`config.mk`:
```
export PLATFORM = sky130hd
export DESIGN_NAME = rsw_wcell
export DESIGN_NICKNAME = d
export VERILOG_FILES = /design/src/assert_macros.svh /design/src/rsw_pkg.sv /design/src/rsw_wcell.sv
export SDC_FILE = /design/constraint.sdc
export NUM_CORES = 1
export LEC_CHECK = 0
export BUFFER_PORTS_ARGS = -buffer_cell sky130_fd_sc_hd__buf_4
export CORE_MARGIN = 8
export CORE_UTILIZATION = 47
export CTS_BUF_LIST = sky130_fd_sc_hd__clkbuf_8
export DETAILED_ROUTE_END_ITERATION = 8
export PLACE_DENSITY_LB_ADDON = 0.1
export SKIP_LAST_GASP = 1
export SYNTH_ARGS = -nofsm -noshare
export SYNTH_HDL_FRONTEND = slang
export SYNTH_SLANG_ARGS = --single-unit
```
`constraint.sdc`:
```
create_clock -name clk -period 6.5 [get_ports clk]
set_input_delay 1.3 -clock clk [delete_from_list [all_inputs] [get_ports clk]]
set_output_delay 1.3 -clock clk [all_outputs]
set_load 0.02 [all_outputs]
```
`src/assert_macros.svh`:
```
// Assertion helpers shared by the RTL; clock is clk, reset is arst_n.
`ifndef ASSERT_MACROS_SVH
`define ASSERT_MACROS_SVH

// Check a property at every rising clk edge outside reset.
`define ASSERT_CLK(lbl, prop, msg) \
	lbl: assert property (@(posedge clk) disable iff (!arst_n) prop) else $error(msg);

// Check that a condition never holds outside reset.
`define ASSERT_NEVER(lbl, cond, msg) \
	lbl: assert property (@(posedge clk) disable iff (!arst_n) !(cond)) else $error(msg);

`endif

```
`src/rsw_pkg.sv`:
```
// ----------------------------------------------------------------------------
// rsw_pkg
// Shared types and codes of the register scoreboard wakeup block.
// ----------------------------------------------------------------------------
`default_nettype none

package rsw_pkg;

	localparam int MaskW = 64;
	localparam int IdW   = 16;
	localparam int UnitW = 2;
	localparam int ModeW = 3;
	localparam int KindW = 2;
	localparam int CfgIdxW = 8;

	localparam logic [ModeW-1:0] MODE_TICK   = 3'd0;
	localparam logic [ModeW-1:0] MODE_PROD   = 3'd1;
	localparam logic [ModeW-1:0] MODE_BCAST  = 3'd2;
	localparam logic [ModeW-1:0] MODE_CLEAR  = 3'd3;
	localparam logic [ModeW-1:0] MODE_ADD    = 3'd4;
	localparam logic [ModeW-1:0] MODE_CANCEL = 3'd5;

	localparam logic [KindW-1:0] KIND_WAKE  = 2'd0;
	localparam logic [KindW-1:0] KIND_WFULL = 2'd1;
	localparam logic [KindW-1:0] KIND_PFULL = 2'd2;

	localparam logic [7:0] LAT_NONE = 8'hFF;
	localparam logic [7:0] LAT_NOW  = 8'h00;

	typedef struct packed {
		logic [KindW-1:0] kind;
		logic [UnitW-1:0] view;
		logic [IdW-1:0]   id;
		logic [MaskW-1:0] mask;
	} res_t;

	typedef struct packed {
		logic load;
		logic shift;
	} wcell_ctl_t;

	typedef struct packed {
		logic load;
		logic shift;
		logic age;
	} pcell_ctl_t;

endpackage

`default_nettype wire

```
`src/rsw_wcell.sv`:
```
// ----------------------------------------------------------------------------
// rsw_wcell
// One waiter slot: needed mask and id; loads a new waiter or takes its
// upper neighbor's entry when it or a slot below is removed.
// ----------------------------------------------------------------------------
`default_nettype none

module rsw_wcell #(
	parameter int MW = 64
) (
	input  wire logic                clk,
	input  wire rsw_pkg::wcell_ctl_t ctl,
	input  wire logic [MW-1:0]       nxt_need,
	input  wire logic [15:0]         nxt_id,
	input  wire logic [MW-1:0]       new_need,
	input  wire logic [15:0]         new_id,
	output logic      [MW-1:0]       need,
	output logic      [15:0]         id
);

	logic [MW-1:0] need_q;
	logic [15:0]   id_q;

	always_ff @(posedge clk) begin
		if (ctl.load) begin
			need_q <= new_need;
			id_q   <= new_id;
		end else if (ctl.shift) begin
			need_q <= nxt_need;
			id_q   <= nxt_id;
		end
	end

	assign need = need_q;
	assign id   = id_q;

endmodule

`default_nettype wire

```
==> flow_summary_export.csv, run 1 <==
group,metric,value,unit
placement,portBuffers,242,
min_path,hp-class,"in2reg",
global_routing,grt_pass1_wl,15.6,mm
sta,worst_pin_slew,1.11,ns
yosys,synth_cells,170,
yosys,avgSynthCellArea,22.2,um2
pwr,power_frac_clock,0.229,
global_routing,track_usage,0.182,
run,drv_cap,0,
pwr,pwr-share-comb,0.261,
routing,met1_length,3.61,mm
yosys,seq_area_frac_synth,0.636,
yosys,synthXorXnorAreaFrac,0,
global_routing,antenna_found_initial,0,
pwr,peakVddDrop,108,uV
floorplan,fp.dieArea,0.0112,mm2
sta,finalCritPeriodShare,0.447,
routing,drt-total-wl,10.7,mm
routing,drc_errors,0,
finish,area_growth,50.9,%
pwr,p_seq_frac,0.510,
finish,fillers,536,
cts,cts_root_buf,"clkbuf_8",
min_path,min_from,"new_id[14]",
cts,cts_setup_buffers,0,
global_routing,grt_pass1_vias,2843,
floorplan,io_pins,243,
cts,cts_tree,"yes",
cts,cts_buffer_depth,2,
yosys,synth_area,0.00378,mm2
routing,routed.top_layer,"met4",
routing,wl_per_cell,20.5,um
floorplan,coreArea,0.00777,mm2
yosys,synth-seq-cells,80,
sta,rsz0062_at_grt,"no",
routing,met3_length,1.11,mm
yosys,ys_warn_count,0,
critical_path,endpoint_kind,"register",
sta,drv_slew,0,
routing,wl_met2,5.75,mm
global_routing,grt_max_degree,81,
critical_path,cp_max_fo,60,
placement,dp_hpwl,8.40,mm
finish,fin_nets,578,
routing,firstDrtPassIters,4,
sta,finalSetupViolCount,0,
sta,hold_viol,0,
yosys,synth_top_family_by_area,"multiplexers",
run_status,outcome,"finished clean",
yosys,synthTopCellsByArea,"edfxtp_1 64%, mux2_4 31%, buf_12 4.2%",
placement,dp_slack,3.23,ns
sta,clock.fmax,0.344,GHz
pwr,p_switching,0.000326,W
cts,ctsHoldBuffers,0,
finish,antenna_cells,0,
pwr,swShare,0.256,
pwr,leakagePower,2.72,nW
yosys,synth_nets,333,
routing,drt_iter0_markers,106,
critical_path,start_kind,"primary input",
cts,h-tree-depth,3,
cts,clkSlewWorstSetupHoldPaths,0.08,ns
yosys,synth_cell_types,6,
routing,route.vias.total,2488,
yosys,synth_area_leader_cell,"edfxtp_1",
global_routing,gr-total-overflow,0,
yosys,synth_adder_area_share,0,
cts,ctsResizeCount,0,
yosys,synth_compound_area_frac,0,
floorplan,initial_core_util,0.486,
yosys,synth_top_cell_area_share,0.636,
critical_path,arrival,2.98,ns
finish,drive_above_1_share,0.801,
pwr,internal-power,0.000948,W
sta,fin_ws,3.60,ns
placement,place_congestion,0.770,
routing,postRouteAntennaNets,0,
sta,fin_crit,2.90,ns
cts,cts_inserted_buffers,9,
sta,fin_setup_tns,0,ns
critical_path,crit_required,6.58,ns
yosys,yosys.area_share.simple,0.00166,
critical_path,crit_type,"in2reg",
finish,ff_latch_area,0.00240,mm2
floorplan,die_y,106,um
floorplan,die_x,106,um
finish,multi_input_area,0.00121,mm2
routing,post_drt_via_cell_ratio,4.79,
cts,cts_sinks,80,
pwr,power_density,224,mW/mm2
min_path,holdPathEnd,"id[14]",
min_path,hold_depth,2,
sta,slew_headroom,0.262,
floorplan,num_rows,32,
yosys,synthMuxAreaShare,0.317,
## cell families after synthesis
family | after synthesis
buffers and inverters | 9
DFF | 80
muxes | 80
and+or+nand+nor | 1
## cell usage after synthesis (all sizes together)
master	instances
buf	9
or2	1
mux2	80
edfxtp	80
## stage by stage
step	util	total power (W)	hold WS (ns)	area [um2]	cells
2_1_floorplan	-	0.000829	1.52	3780	170
3_3_place_gp	0.716	0.000991	1.60	5560	506
3_5_place_dp	0.716	0.000999	1.60	5560	506
4_1_cts	0.734	0.00129	1.24	5700	519
5_1_grt	0.734	0.00132	1.24	5700	519
6_report	0.734	0.00127	1.26	5700	519
## cell type report
| type | count | area share |
|---|---|---|
| Sequential cell | 80 | 0.421 |
| Timing Repair Buffer | 243 | 0.320 |
| Multi-Input combinational cell | 81 | 0.212 |
| Tap cell | 102 | 0.0224 |
| Clock buffer | 9 | 0.0217 |
| Clock inverter | 4 | 0.00285 |
## routing by layer
metal | GRT usage | vias up
li1 | - | 1152
met5 | 0 | -
met3 | 0.0822 | 12
met4 | 0.0673 | 0
met1 | 0.179 | 1178
met2 | 0.328 | 146
## worst max-delay path: stages
cell and delay [ns]:
buf_4 0.34, buf_4 0.90, mux2_2 0.42
## sequential cells by signal (all words and copies together), names as in the netlist
signal / flops
need: 64
id: 16
## placed cells by master (no fill, tap or decap)
cell type	count
buf_4	243
clkbuf_8	9
clkinv_1	2
clkinv_2	1
edfxtp_1	80
inv_1	1
mux2_2	1
mux2_4	79
or2_4	1
## power groups by stage
stage,Combinational (W),Clock (W),Sequential [W]
after floorplan,0.0000929,0,0.000737
after global placement,0.000332,0,0.000659
after detailed placement,0.000338,0,0.000662
after CTS,0.000338,0.000298,0.000651
after global routing,0.000351,0.000315,0.000656
final,0.000333,0.000291,0.000650
## worst max-delay path by stage
| stage | startpoint | end | slack, ns | depth (start not counted) |
|---|---|---|---|---|
| final | ctl[1] | need[61] | 3.60 | 3 |
| after global routing | ctl[1] | need[61] | 3.53 | 3 |
| after CTS | ctl[1] | need[61] | 3.59 | 3 |
| after detailed placement | ctl[1] | need[61] | 3.23 | 3 |
| after global placement | ctl[1] | need[61] | 3.27 | 3 |
| after floorplan | ctl[1] | id[0] | 2.63 | 3 |
Note: power is estimated with default switching activity, not from simulation.
==> run 2: changes to the inputs <==
--- a/config.mk
+++ b/config.mk
@@ -7,7 +7,7 @@
 export LEC_CHECK = 0
 export BUFFER_PORTS_ARGS = -buffer_cell sky130_fd_sc_hd__buf_4
 export CORE_MARGIN = 8
-export CORE_UTILIZATION = 47
+export CORE_UTILIZATION = 44
 export CTS_BUF_LIST = sky130_fd_sc_hd__clkbuf_8
 export DETAILED_ROUTE_END_ITERATION = 8
 export PLACE_DENSITY_LB_ADDON = 0.1
==> constraint.sdc (replaced) <==
create_clock -name clk -period 2.9 [get_ports clk]
set_input_delay 0.58 -clock clk [delete_from_list [all_inputs] [get_ports clk]]
set_output_delay 0.58 -clock clk [all_outputs]
set_load 0.02 [all_outputs]
==> run 2 against run 1 <==
Compared with the run above: routed wire length decreased by 4.9%; sequential power grew 120%; via count is 1.7% lower; sequential share of layout area shrank 0.78 points; worst setup slack got worse by 2.2 ns; first-iteration DRC count fell by 34%; final cell count up 1.9%; die area rose by 5.8%; non-clock buffer count grew 2; clock power increased to 2.9 times the previous value; critical endpoint unchanged.
==> flow_summary_export.csv, run 2 (same netlist as run 1, synthesis figures left out) <==
group,metric,value,unit
run_status,outcome,"finished clean",
min_path,hold_depth,2,
pwr,swShare,0.240,
cts,cts_buffer_depth,2,
critical_path,arrival,1.61,ns
cts,ctsHoldBuffers,0,
critical_path,crit_required,3.00,ns
floorplan,num_rows,34,
finish,mostFrequentLayoutCell,"buf_4",
cts,cts_setup_buffers,0,
sta,fin_setup_tns,0,ns
pwr,peakVddDrop,243,uV
floorplan,io_pins,243,
global_routing,grt_pass1_wl,14.5,mm
floorplan,die_x,109,um
sta,fin_crit,1.51,ns
critical_path,slowest_delay,0.46,ns
routing,drc_errors,0,
cts,cts_sinks,80,
cts,ctsResizeCount,0,
placement,portBuffers,242,
finish,layout_common_cells,"243 x buf_4, 80 x edfxtp_1, 79 x mux2_4, 9 x clkbuf_8",
sta,fin_ws,1.39,ns
finish,area_growth,53.8,%
run,drv_cap,0,
cts,cts_inserted_buffers,9,
sta,clock.fmax,0.661,GHz
global_routing,gr-total-overflow,0,
floorplan,coreArea,0.00851,mm2
min_path,hp-class,"in2reg",
sta,hold_viol,0,
routing,route.vias.total,2446,
critical_path,slowest_stage,"buf_12",
sta,finalCritPeriodShare,0.522,
critical_path,cp_num_buf_inv,2,
finish,fillers,654,
critical_path,path_depth,3,
pwr,internal-power,0.00231,W
sta,drv_slew,0,
floorplan,initial_core_util,0.444,
global_routing,antenna_found_initial,0,
finish,fin_nets,580,
pwr,pwr-share-comb,0.245,
sta,rsz0062_at_grt,"no",
placement,dp_slack,1.04,ns
global_routing,grt_pass1_vias,2708,
routing,drt_iter0_markers,70,
critical_path,crit_type,"in2reg",
floorplan,fp.dieArea,0.0118,mm2
pwr,p_seq_frac,0.478,
sta,worst_pin_slew,0.602,ns
critical_path,cp_max_fo,80,
pwr,power_frac_clock,0.277,
cts,h-tree-depth,3,
placement,place_congestion,0.711,
sta,finalSetupViolCount,0,
routing,wl_per_cell,19.2,um
pwr,p_switching,0.000730,W
cts,cts_tree,"yes",
routing,firstDrtPassIters,4,
critical_path,crit_family,"buffers and inverters",
placement,dp_hpwl,8.20,mm
finish,antenna_cells,0,
routing,postRouteAntennaNets,0,
cts,cts_root_buf,"clkbuf_8",
routing,post_drt_via_cell_ratio,4.62,
global_routing,track_usage,0.164,
critical_path,start_kind,"primary input",
cts,clkSlewWorstSetupHoldPaths,0.08,ns
pwr,leakagePower,2.76,nW
global_routing,grt_max_degree,81,
critical_path,endpoint_kind,"register",
finish,largest_register_ffs,64,
sta,slew_headroom,0.599,
floorplan,die_y,109,um
finish,drive_above_1_share,0.803,
critical_path,crit_chain,"buf_4 -> buf_12 -> mux2_2",
routing,drt-total-wl,10.1,mm
pwr,power_density,523,mW/mm2
==> run 2: area by class of cell <==
class                   count  area (um2)  area share
clock buffers               9         124      0.0213
clock inverters             6        76.3      0.0131
multi-input cells          81        1210       0.208
flip-flops and latches     80        2400       0.414
well taps                 108         135      0.0233
repair buffers            245        1860       0.321
==> run 2: worst paths after layout <==
kind,start,slack [ns],to
worst min-delay path,new_need[53],0.53,need[53]
worst max-delay path,ctl[1],1.39,need[61]
==> run 2: power groups by stage <==
stage | Clock [W] | Combinational [W] | Sequential [W]
3_5_place_dp | 0 | 0.000756 | 0.00148
6_report | 0.000842 | 0.000744 | 0.00145
4_1_cts | 0.000864 | 0.000756 | 0.00146
5_1_grt | 0.000902 | 0.000784 | 0.00147
2_1_floorplan | 0 | 0.000208 | 0.00165
3_3_place_gp | 0 | 0.000745 | 0.00148
==> run 2: per-stage QoR <==
stage | hold slack, ns | cells | area [um2] | total power (W) | util
floorplan | 0.797 | 170 | 3780 | 0.00186 | -
global placement | 0.881 | 514 | 5610 | 0.00222 | 0.659
detailed placement | 0.883 | 514 | 5610 | 0.00224 | 0.659
CTS | 0.517 | 529 | 5810 | 0.00308 | 0.683
global route | 0.505 | 529 | 5810 | 0.00315 | 0.683
finish | 0.534 | 529 | 5810 | 0.00304 | 0.683
==> run 2: per-layer routing <==
metal	wire [um]	share of wire	track usage	up-vias
met2	5560	0.55	0.297	136
met4	180	0.018	0.0733	0
met3	1090	0.11	0.0662	14
met5	0	0	0	-
li1	-	-	-	1158
met1	3300	0.33	0.160	1138
