<file path="src/assert_macros.svh">
// Assertion helpers shared by the RTL; clock is clk, reset is arst_n.
`ifndef ASSERT_MACROS_SVH
`define ASSERT_MACROS_SVH

// Check a property at every rising clk edge outside reset.
`define ASSERT_CLK(lbl, prop, msg) \
	lbl: assert property (@(posedge clk) disable iff (!arst_n) prop) else $error(msg);

// Check that a condition never holds outside reset.
`define ASSERT_NEVER(lbl, cond, msg) \
	lbl: assert property (@(posedge clk) disable iff (!arst_n) !(cond)) else $error(msg);

`endif

</file>
<file path="src/rsw_pkg.sv">
// ----------------------------------------------------------------------------
// rsw_pkg
// Shared types and codes of the register scoreboard wakeup block.
// ----------------------------------------------------------------------------
`default_nettype none

package rsw_pkg;

	localparam int MaskW = 64;
	localparam int IdW   = 16;
	localparam int UnitW = 2;
	localparam int ModeW = 3;
	localparam int KindW = 2;
	localparam int CfgIdxW = 8;

	localparam logic [ModeW-1:0] MODE_TICK   = 3'd0;
	localparam logic [ModeW-1:0] MODE_PROD   = 3'd1;
	localparam logic [ModeW-1:0] MODE_BCAST  = 3'd2;
	localparam logic [ModeW-1:0] MODE_CLEAR  = 3'd3;
	localparam logic [ModeW-1:0] MODE_ADD    = 3'd4;
	localparam logic [ModeW-1:0] MODE_CANCEL = 3'd5;

	localparam logic [KindW-1:0] KIND_WAKE  = 2'd0;
	localparam logic [KindW-1:0] KIND_WFULL = 2'd1;
	localparam logic [KindW-1:0] KIND_PFULL = 2'd2;

	localparam logic [7:0] LAT_NONE = 8'hFF;
	localparam logic [7:0] LAT_NOW  = 8'h00;

	typedef struct packed {
		logic [KindW-1:0] kind;
		logic [UnitW-1:0] view;
		logic [IdW-1:0]   id;
		logic [MaskW-1:0] mask;
	} res_t;

	typedef struct packed {
		logic load;
		logic shift;
	} wcell_ctl_t;

	typedef struct packed {
		logic load;
		logic shift;
		logic age;
	} pcell_ctl_t;

endpackage

`default_nettype wire

</file>
<file path="src/rsw_pcell.sv">
// ----------------------------------------------------------------------------
// rsw_pcell
// One pending-update slot: mask, target view and ticks left; ages on a
// tick and takes its upper neighbor's entry on removal of it or below.
// ----------------------------------------------------------------------------
`default_nettype none

module rsw_pcell #(
	parameter int MW = 64,
	parameter int VW = 2
) (
	input  wire logic                clk,
	input  wire rsw_pkg::pcell_ctl_t ctl,
	input  wire logic [MW-1:0]       nxt_mask,
	input  wire logic [VW-1:0]       nxt_view,
	input  wire logic [7:0]          nxt_left,
	input  wire logic [MW-1:0]       new_mask,
	input  wire logic [VW-1:0]       new_view,
	input  wire logic [7:0]          new_left,
	output logic      [MW-1:0]       mask,
	output logic      [VW-1:0]       view,
	output logic      [7:0]          left
);

	logic [MW-1:0] mask_q;
	logic [VW-1:0] view_q;
	logic [7:0]    left_q;

	always_ff @(posedge clk) begin
		if (ctl.load) begin
			mask_q <= new_mask;
			view_q <= new_view;
			left_q <= new_left;
		end else if (ctl.shift) begin
			mask_q <= nxt_mask;
			view_q <= nxt_view;
			left_q <= nxt_left;
		end else if (ctl.age && left_q != 8'd0) begin
			left_q <= left_q - 8'd1;
		end
	end

	assign mask = mask_q;
	assign view = view_q;
	assign left = left_q;

endmodule

`default_nettype wire

</file>
<file path="config.mk">
export PLATFORM = sky130hd
export DESIGN_NAME = rsw_pcell
export DESIGN_NICKNAME = d
export VERILOG_FILES = /design/src/assert_macros.svh /design/src/rsw_pkg.sv /design/src/rsw_pcell.sv
export SDC_FILE = /design/constraint.sdc
export NUM_CORES = 1
export LEC_CHECK = 0
export BUFFER_PORTS_ARGS = -buffer_cell sky130_fd_sc_hd__buf_2
export CORE_ASPECT_RATIO = 0.75
export CORE_UTILIZATION = 40
export DETAILED_ROUTE_END_ITERATION = 8
export PLACE_DENSITY = 0.79
export SYNTH_ARGS = -nofsm -noshare
export SYNTH_HDL_FRONTEND = slang
export SYNTH_SLANG_ARGS = --single-unit
</file>
<file path="constraint.sdc">
create_clock -name clk -period 6.39 [get_ports clk]
set_input_delay 0.639 -clock clk [delete_from_list [all_inputs] [get_ports clk]]
set_output_delay 0.639 -clock clk [all_outputs]
set_load 0.05 [all_outputs]
</file>
==> flow_summary.json, run 1 <==
{
  "outcome": "finished, final reports clean",
  "min_to": "mask[47]",
  "synth_area_leaders": "edfxtp_1, mux2_1, buf_2",
  "period_needed_ns": 2.65,
  "r2r_end": "left[0]",
  "crit_fanout": 81,
  "muxShareOfSynthArea_pct": 23.2,
  "clockPowerShare_pct": 28.4,
  "yosys.area_share.simple_pct": 3.55,
  "grt-ovfl-total": 0,
  "port_buffers": 225,
  "netSwitchingFraction_pct": 33.0,
  "synth-xor-area-share_pct": 0.786,
  "rows": 28,
  "syn_area_per_cell_sq_um": 16.6,
  "grt_max_degree": 82,
  "synth-compound-area-share_pct": 3.29,
  "antenna_found_initial": 0,
  "die_w_microns": 108,
  "postLayoutCoreUtil_pct": 59.8,
  "first_iter_violations": 42,
  "layout.cells.most_common": "buf_2",
  "dp_hpwl_microns": 5930,
  "final_hold_viol_count": 0,
  "cts_root_buf": "clkbuf_8",
  "netlist.area_leader.share_pct": 66.4,
  "nFillCells": 662,
  "maxCapViolCount": 0,
  "cts_tree": "done",
  "track_usage_pct": 18.1,
  "placedCellCount": 522,
  "wirelength_microns": 7730,
  "syn_to_final_growth_pct": 42.7,
  "ir_drop_mv": 0.129,
  "synthAdderAreaFrac_pct": 0.748,
  "syn_area_sq_mm": 0.00334,
  "globalplace.congestion": 0.741,
  "cp.arrival_ns": 2.64,
  "ys_warn_count": 0,
  "setup_viol": 0,
  "synth_top_family_by_area": "multiplexers",
  "p_seq_share_pct": 45.3,
  "whs_ns": 0.571,
  "clockBufferDepth": 2,
  "relSlewSlack_pct": 36.4,
  "path_clk_slew_ns": 0.08,
  "holdPathStages": 2,
  "clock_latency_ns": 0.34,
  "ys_ff_latch": 74,
  "synth_cell_type_count": 25,
  "critPathKind": "in2reg",
  "vias": 2553,
  "firstDrtPassIters": 4,
  "min_path_type": "in2reg",
  "leakage_nw": 2.14,
  "seq_area_frac_synth_pct": 66.4,
  "dieArea_sq_mm": 0.00873,
  "p_sw_mw": 0.450,
  "vias_per_cell": 4.75,
  "htreeDepth": 3,
  "syn_nets": 355,
  "r2r-start": "left[4]",
  "instances_no_fill": 538,
  "grt_pass1_vias": 2515,
  "initial_core_util_pct": 41.9,
  "drive_above_1_share_pct": 56.8,
  "period_share_pct": 41.5,
  "worstMarginPinSlew_ns": 0.954,
  "synthesis.instances": 201,
  "slew_violations": 0,
  "r2r_cells": 3,
  "postCtsHoldBufs": 0,
  "detail_route.wl_per_cell_microns": 14.4,
  "start_kind": "input pin",
  "core-area_sq_mm": 0.00799,
  "p_comb_share_pct": 26.3,
  "cts_setup_buffers": 0,
  "cellPowerDensity_mw_per_mm2": 286,
  "max_freq_ghz": 0.377,
  "io-pin-count": 226,
  "num_antenna_cells": 0,
  "layout.nets": 582,
  "rsz0062_at_grt": "false",
  "required_ns": 6.38,
  "numCtsBuffers": 9,
  "reg2reg_slack_ns": 4.42,
  "cts.sinks": 74,
  "hold_path.startpoint": "nxt_mask[47]",
  "cts_resized": 0,
  "drtAntennaViolNets": 0,
  "grt_pass1_wl_microns": 11700,
  "end_kind": "flop",
  "multi_input_area_sq_mm": 0.00106,
  "fin_skew_ns": 0.00945,
  "finalSetupTns_ns": 0,
  "die_h_microns": 81.2,
  "final_cell_mix": "buf_2, edfxtp_1, mux2_1",
  "ff_latch_area_sq_mm": 0.00222,
  "synth_top_area_cell": "edfxtp_1",
  "drc": 0,
  "intPower_mw": 0.915
}
cell families after synthesis:
family                     count (synthesis)
DFF                                       74
and+or+nand+nor                           20
buffers and inverters                     15
adders and majority gates                  2
muxes                                     69
AOI/OAI and AO/OA                         18
xor gates and xnor gates                   3
registers in the layout, summed over array words and instances, names as in the netlist:
register  count
view          2
mask         64
left          8
metal layers:
layer	global-route usage (%)	wire (microns)	vias to the layer above
met1	19.9	2930	1175
met3	6.98	737	15
met4	7.53	148	0
li1	-	-	1223
met2	31.7	3910	140
met5	0	0	-
how the worst max path moves through the flow:
stage,endpoint,depth (start not counted),startpoint
CTS,mask[62],4,ctl[2]
floorplan,mask[0],3,ctl[2]
detailed placement,mask[0],4,ctl[2]
global placement,mask[46],4,ctl[2]
global route,mask[62],4,ctl[2]
finish,mask[62],4,ctl[2]
worst max-delay path, stage by stage:
cell and delay [ns]:
buf_4 0.72, nor2_1 0.17, inv_2 0.54, buf_4 0.52
power groups by stage:
stage | clock (mW) | combinational, mW | sequential, mW
2_1_floorplan | 0 | 0.0618 | 0.820
4_1_cts | 0.399 | 0.363 | 0.619
3_5_place_dp | 0 | 0.362 | 0.630
3_3_place_gp | 0 | 0.357 | 0.627
6_report | 0.388 | 0.359 | 0.618
5_1_grt | 0.417 | 0.379 | 0.625
metrics by stage:
step	total power, mW	cell area (sq um)	setup WS, ns
2_1_floorplan	0.882	3340	3.72
6_report	1.36	4770	3.74
3_5_place_dp	0.992	4560	3.33
5_1_grt	1.42	4770	3.52
4_1_cts	1.38	4770	3.71
3_3_place_gp	0.983	4560	3.40
synth_stat cells (all sizes together):
library cell	count
a21oi	4
buf	8
clkbuf	2
clkinv	1
edfxtp	74
ha	2
inv	4
mux2	68
mux2i	1
nand2	9
nand2b	2
nor2	3
nor3	2
nor3b	1
nor4	1
o21a	2
o21ai	8
o31ai	3
o41ai	1
or4	2
xnor2	2
xor2	1
layout make-up:
cell class	count	area share [%]
clock buffer	10	2.67
clock inverter	6	1.70
inverter	5	0.393
multi-input combinational	112	22.1
sequential	74	46.6
tap	105	2.75
timing repair buffer	226	23.8
Note: power is estimated with default switching activity, not from simulation.
==> run 2: changes to the inputs <==
--- a/config.mk
+++ b/config.mk
@@ -7,7 +7,7 @@
 export LEC_CHECK = 0
 export BUFFER_PORTS_ARGS = -buffer_cell sky130_fd_sc_hd__buf_2
 export CORE_ASPECT_RATIO = 0.75
-export CORE_UTILIZATION = 40
+export CORE_UTILIZATION = 38
 export DETAILED_ROUTE_END_ITERATION = 8
 export PLACE_DENSITY = 0.79
 export SYNTH_ARGS = -nofsm -noshare
==> constraint.sdc (replaced) <==
create_clock -name clk -period 2.35 [get_ports clk]
set_input_delay 0.235 -clock clk [delete_from_list [all_inputs] [get_ports clk]]
set_output_delay 0.235 -clock clk [all_outputs]
set_load 0.05 [all_outputs]
==> flow_summary.json, run 2 (same netlist as run 1, synthesis figures left out) <==
{
  "outcome": "finished, final reports clean",
  "io-pin-count": 226,
  "postLayoutCoreUtil_pct": 57.9,
  "rsz0062_at_grt": "false",
  "finalSetupTns_ns": 0,
  "port_buffers": 225,
  "die_w_microns": 110,
  "maxCapViolCount": 0,
  "period_needed_ns": 1.99,
  "r2r_cells": 3,
  "layout.nets": 585,
  "cellPowerDensity_mw_per_mm2": 815,
  "relSlewSlack_pct": 70.9,
  "cts_resized": 0,
  "drive_above_1_share_pct": 57.3,
  "clock_latency_ns": 0.32,
  "wirelength_microns": 7670,
  "final_cell_mix": "buf_2, edfxtp_1, mux2_1",
  "hold_path.startpoint": "nxt_mask[27]",
  "start_kind": "flop",
  "crit_fanout": 8,
  "worstMarginPinSlew_ns": 0.436,
  "leakage_nw": 2.20,
  "whs_ns": 0.192,
  "cts.sinks": 74,
  "period_share_pct": 84.8,
  "vias": 2545,
  "num_antenna_cells": 0,
  "first_iter_violations": 93,
  "vias_per_cell": 4.68,
  "slew_violations": 0,
  "rows": 29,
  "grt_max_degree": 35,
  "r2r_end": "left[2]",
  "fin_ws_ns": 0.358,
  "netSwitchingFraction_pct": 31.9,
  "die_h_microns": 83.2,
  "syn_to_final_growth_pct": 46.9,
  "r2r-start": "left[4]",
  "setup_viol": 0,
  "cts_setup_buffers": 0,
  "grt_pass1_wl_microns": 11800,
  "min_path_type": "in2reg",
  "clockPowerShare_pct": 33.4,
  "crit_start": "left[4]",
  "clockBufferDepth": 2,
  "required_ns": 2.35,
  "instances_no_fill": 544,
  "end_kind": "flop",
  "fin_skew_ns": 0.00214,
  "intPower_mw": 2.73,
  "fin_area_sq_mm": 0.00491,
  "path_clk_slew_ns": 0.06,
  "detail_route.wl_per_cell_microns": 14.1,
  "grt-ovfl-total": 0,
  "firstDrtPassIters": 4,
  "largest_reg_flops": 64,
  "grt_pass1_vias": 2519,
  "dp_hpwl_microns": 5930,
  "core-area_sq_mm": 0.00849,
  "dieArea_sq_mm": 0.00918,
  "holdPathStages": 2,
  "drtAntennaViolNets": 0,
  "p_seq_share_pct": 41.9,
  "cts_root_buf": "clkbuf_16",
  "power.total_mw": 4.00,
  "track_usage_pct": 17.0,
  "final_hold_viol_count": 0,
  "cts_tree": "done",
  "ir_drop_mv": 0.504,
  "layout.cells.most_common": "buf_2",
  "postCtsHoldBufs": 0,
  "drc": 0,
  "globalplace.congestion": 0.740,
  "placed_cell_area_sq_mm": 0.00462,
  "p_sw_mw": 1.28,
  "min_to": "mask[27]",
  "critPathKind": "reg2reg",
  "cp.arrival_ns": 1.99,
  "htreeDepth": 3,
  "p_comb_share_pct": 24.7,
  "placedCellCount": 528,
  "initial_core_util_pct": 39.4,
  "max_freq_ghz": 0.502,
  "numCtsBuffers": 9,
  "antenna_found_initial": 0,
  "reg2reg_slack_ns": 0.36,
  "pre_cts_ws_ns": 0.428
}
-- run 2: area by class of cell --
class / count / area (sq um)
multi-input cells: 112 / 1060
clock inverters: 6 / 67.6
flip-flops and latches: 74 / 2220
fillers: 680 / 3580
well taps: 108 / 135
repair buffers: 229 / 1180
clock buffers: 10 / 229
inverters: 5 / 18.8
-- run 2: how the worst max path moves through the flow --
stage                          to  slack (ns)
after global placement    left[3]        0.50
after detailed placement  left[0]        0.43
after floorplan           mask[0]        0.09
after CTS                 left[2]        0.40
final                     left[2]        0.36
after global routing      left[5]        0.26
-- run 2: per-layer routing --
layer / share of wire [%] / up-vias / track usage (%)
li1: - / 1232 / -
met1: 38 / 1169 / 18.9
met2: 51 / 133 / 29.6
met3: 9.4 / 11 / 6.36
met4: 1.2 / 0 / 5.50
met5: 0 / - / 0
-- run 2: worst max-delay path, cell delays in order (launching register included) --
cell      delay (ns)
edfxtp_1        0.48
or4_4           0.59
o41ai_1         0.29
nand2_1         0.30
-- run 2: power groups by stage --
stage	clock network (mW)	registers (mW)	logic, mW
3_5_place_dp	0	1.71	0.996
2_1_floorplan	0	2.23	0.168
4_1_cts	1.38	1.68	0.998
6_report	1.34	1.68	0.989
5_1_grt	1.44	1.69	1.04
3_3_place_gp	0	1.70	0.982
==> run 3: changes to the inputs <==
--- a/config.mk
+++ b/config.mk
@@ -7,7 +7,7 @@
 export LEC_CHECK = 0
 export BUFFER_PORTS_ARGS = -buffer_cell sky130_fd_sc_hd__buf_2
 export CORE_ASPECT_RATIO = 0.75
-export CORE_UTILIZATION = 38
+export CORE_UTILIZATION = 40
 export DETAILED_ROUTE_END_ITERATION = 8
 export PLACE_DENSITY = 0.79
 export SYNTH_ARGS = -nofsm -noshare
==> constraint.sdc (replaced) <==
create_clock -name clk -period 1.9 [get_ports clk]
set_input_delay 0.19 -clock clk [delete_from_list [all_inputs] [get_ports clk]]
set_output_delay 0.19 -clock clk [all_outputs]
set_load 0.05 [all_outputs]
==> flow_summary.json, run 3 (same netlist as run 1, synthesis figures left out) <==
{
  "clockPowerShare_pct": 23.9,
  "cellPowerDensity_mw_per_mm2": 899,
  "outcome": "finished, final reports clean",
  "cts_root_buf": "clkbuf_8",
  "numCtsBuffers": 9,
  "detail_route.wl_per_cell_microns": 14.1,
  "layout.nets": 587,
  "rsz0062_at_grt": "false",
  "path_clk_slew_ns": 0.08,
  "start_kind": "flop",
  "placed_cell_area_sq_mm": 0.00465,
  "fin_skew_ns": 0.00821,
  "required_ns": 1.95,
  "critPathKind": "reg2reg",
  "grt_pass1_wl_microns": 11300,
  "core-area_sq_mm": 0.00799,
  "maxCapViolCount": 0,
  "postLayoutCoreUtil_pct": 60.6,
  "clockBufferDepth": 2,
  "finalSetupTns_ns": 0,
  "syn_to_final_growth_pct": 44.7,
  "cts.sinks": 74,
  "slew_violations": 0,
  "grt-ovfl-total": 0,
  "fin_ws_ns": 0.0978,
  "ir_drop_mv": 0.481,
  "worstMarginPinSlew_ns": 0.376,
  "grt_max_degree": 40,
  "port_buffers": 225,
  "instances_no_fill": 543,
  "period_share_pct": 94.9,
  "max_freq_ghz": 0.555,
  "drc": 0,
  "rows": 28,
  "io-pin-count": 226,
  "grt_pass1_vias": 2420,
  "die_h_microns": 81.2,
  "vias": 2538,
  "first_iter_violations": 85,
  "relSlewSlack_pct": 74.9,
  "p_comb_share_pct": 28.5,
  "end_kind": "flop",
  "intPower_mw": 2.84,
  "min_path_type": "in2reg",
  "period_needed_ns": 1.80,
  "drive_above_1_share_pct": 58.2,
  "htreeDepth": 3,
  "wirelength_microns": 7650,
  "globalplace.congestion": 0.812,
  "r2r_end": "left[2]",
  "final_cell_mix": "buf_2, edfxtp_1, mux2_1",
  "antenna_found_initial": 0,
  "cp.arrival_ns": 1.85,
  "min_to": "mask[31]",
  "fin_area_sq_mm": 0.00484,
  "setup_viol": 0,
  "hold_path.startpoint": "nxt_mask[31]",
  "firstDrtPassIters": 4,
  "die_w_microns": 108,
  "pre_cts_ws_ns": 0.0949,
  "reg2reg_slack_ns": 0.1,
  "initial_core_util_pct": 41.9,
  "final_hold_viol_count": 0,
  "cts_tree": "done",
  "dp_hpwl_microns": 5910,
  "layout.cells.most_common": "buf_2",
  "p_seq_share_pct": 47.7,
  "largest_reg_flops": 64,
  "r2r-start": "left[5]",
  "netSwitchingFraction_pct": 34.8,
  "clock_latency_ns": 0.33,
  "placedCellCount": 525,
  "num_antenna_cells": 0,
  "track_usage_pct": 17.5,
  "crit_fanout": 8,
  "drtAntennaViolNets": 0,
  "holdPathStages": 2,
  "vias_per_cell": 4.67,
  "leakage_nw": 2.17,
  "p_sw_mw": 1.52,
  "r2r_cells": 3,
  "dieArea_sq_mm": 0.00873
}
## run 3: cell count changes in the layout (fill, tap and decap cells not counted), moves of 2 or more
cell,before,now
clkbuf_16,9,0
clkbuf_8,0,9
clkinv_4,2,0
clkinvlp_4,2,4
## run 3: critical path, stage by stage (launching register included)
cell      delay, ns
edfxtp_1       0.45
or4_4          0.62
o41ai_4        0.24
nand2_2        0.20
## run 3: power groups by stage
stage	logic (mW)	clock network, mW	registers [mW]
floorplan	0.213	0	2.76
global placement	1.22	0	2.10
detailed placement	1.24	0	2.11
CTS	1.24	1.08	2.08
global route	1.30	1.15	2.09
finish	1.24	1.04	2.08
## run 3: timing repair
action | 4_1_cts | 5_1_grt
setup buffers | 0 | 2
hold endpoints to repair | 0 | 0
setup endpoints to repair | 0 | 8
resized for setup | 0 | 1
hold buffers | 0 | 0
## run 3: worst max-delay path by stage
stage                     startpoint  endpoint  slack [ns]
after floorplan              left[5]   left[6]       -0.05
after global placement       left[5]   left[1]        0.17
after detailed placement     left[5]   left[2]        0.09
after CTS                    left[5]   left[2]        0.05
after global routing         left[5]   left[0]       0.004
final                        left[5]   left[2]         0.1
## run 3: cell type report
cell class	count	area, sq um
fill	627	3150
sequential	74	2220
timing repair buffer	231	1210
multi-input combinational	112	1080
tap	105	131
clock buffer	10	128
clock inverter	6	41.3
inverter	5	22.5
## run 3: metal layers
layer / wire length (microns) / share of wire [%] / track usage [%]
met3: 726 / 9.5 / 6.82
met5: 0 / 0 / 0
met2: 3820 / 50 / 30.4
met1: 2970 / 39 / 19.5
met4: 136 / 1.8 / 6.58
## run 3: stage by stage
stage | hold slack, ns | power (mW)
after floorplan | 0.388 | 2.97
after CTS | 0.108 | 4.39
final | 0.127 | 4.35
after global placement | 0.470 | 3.32
after detailed placement | 0.474 | 3.35
after global routing | 0.0994 | 4.54
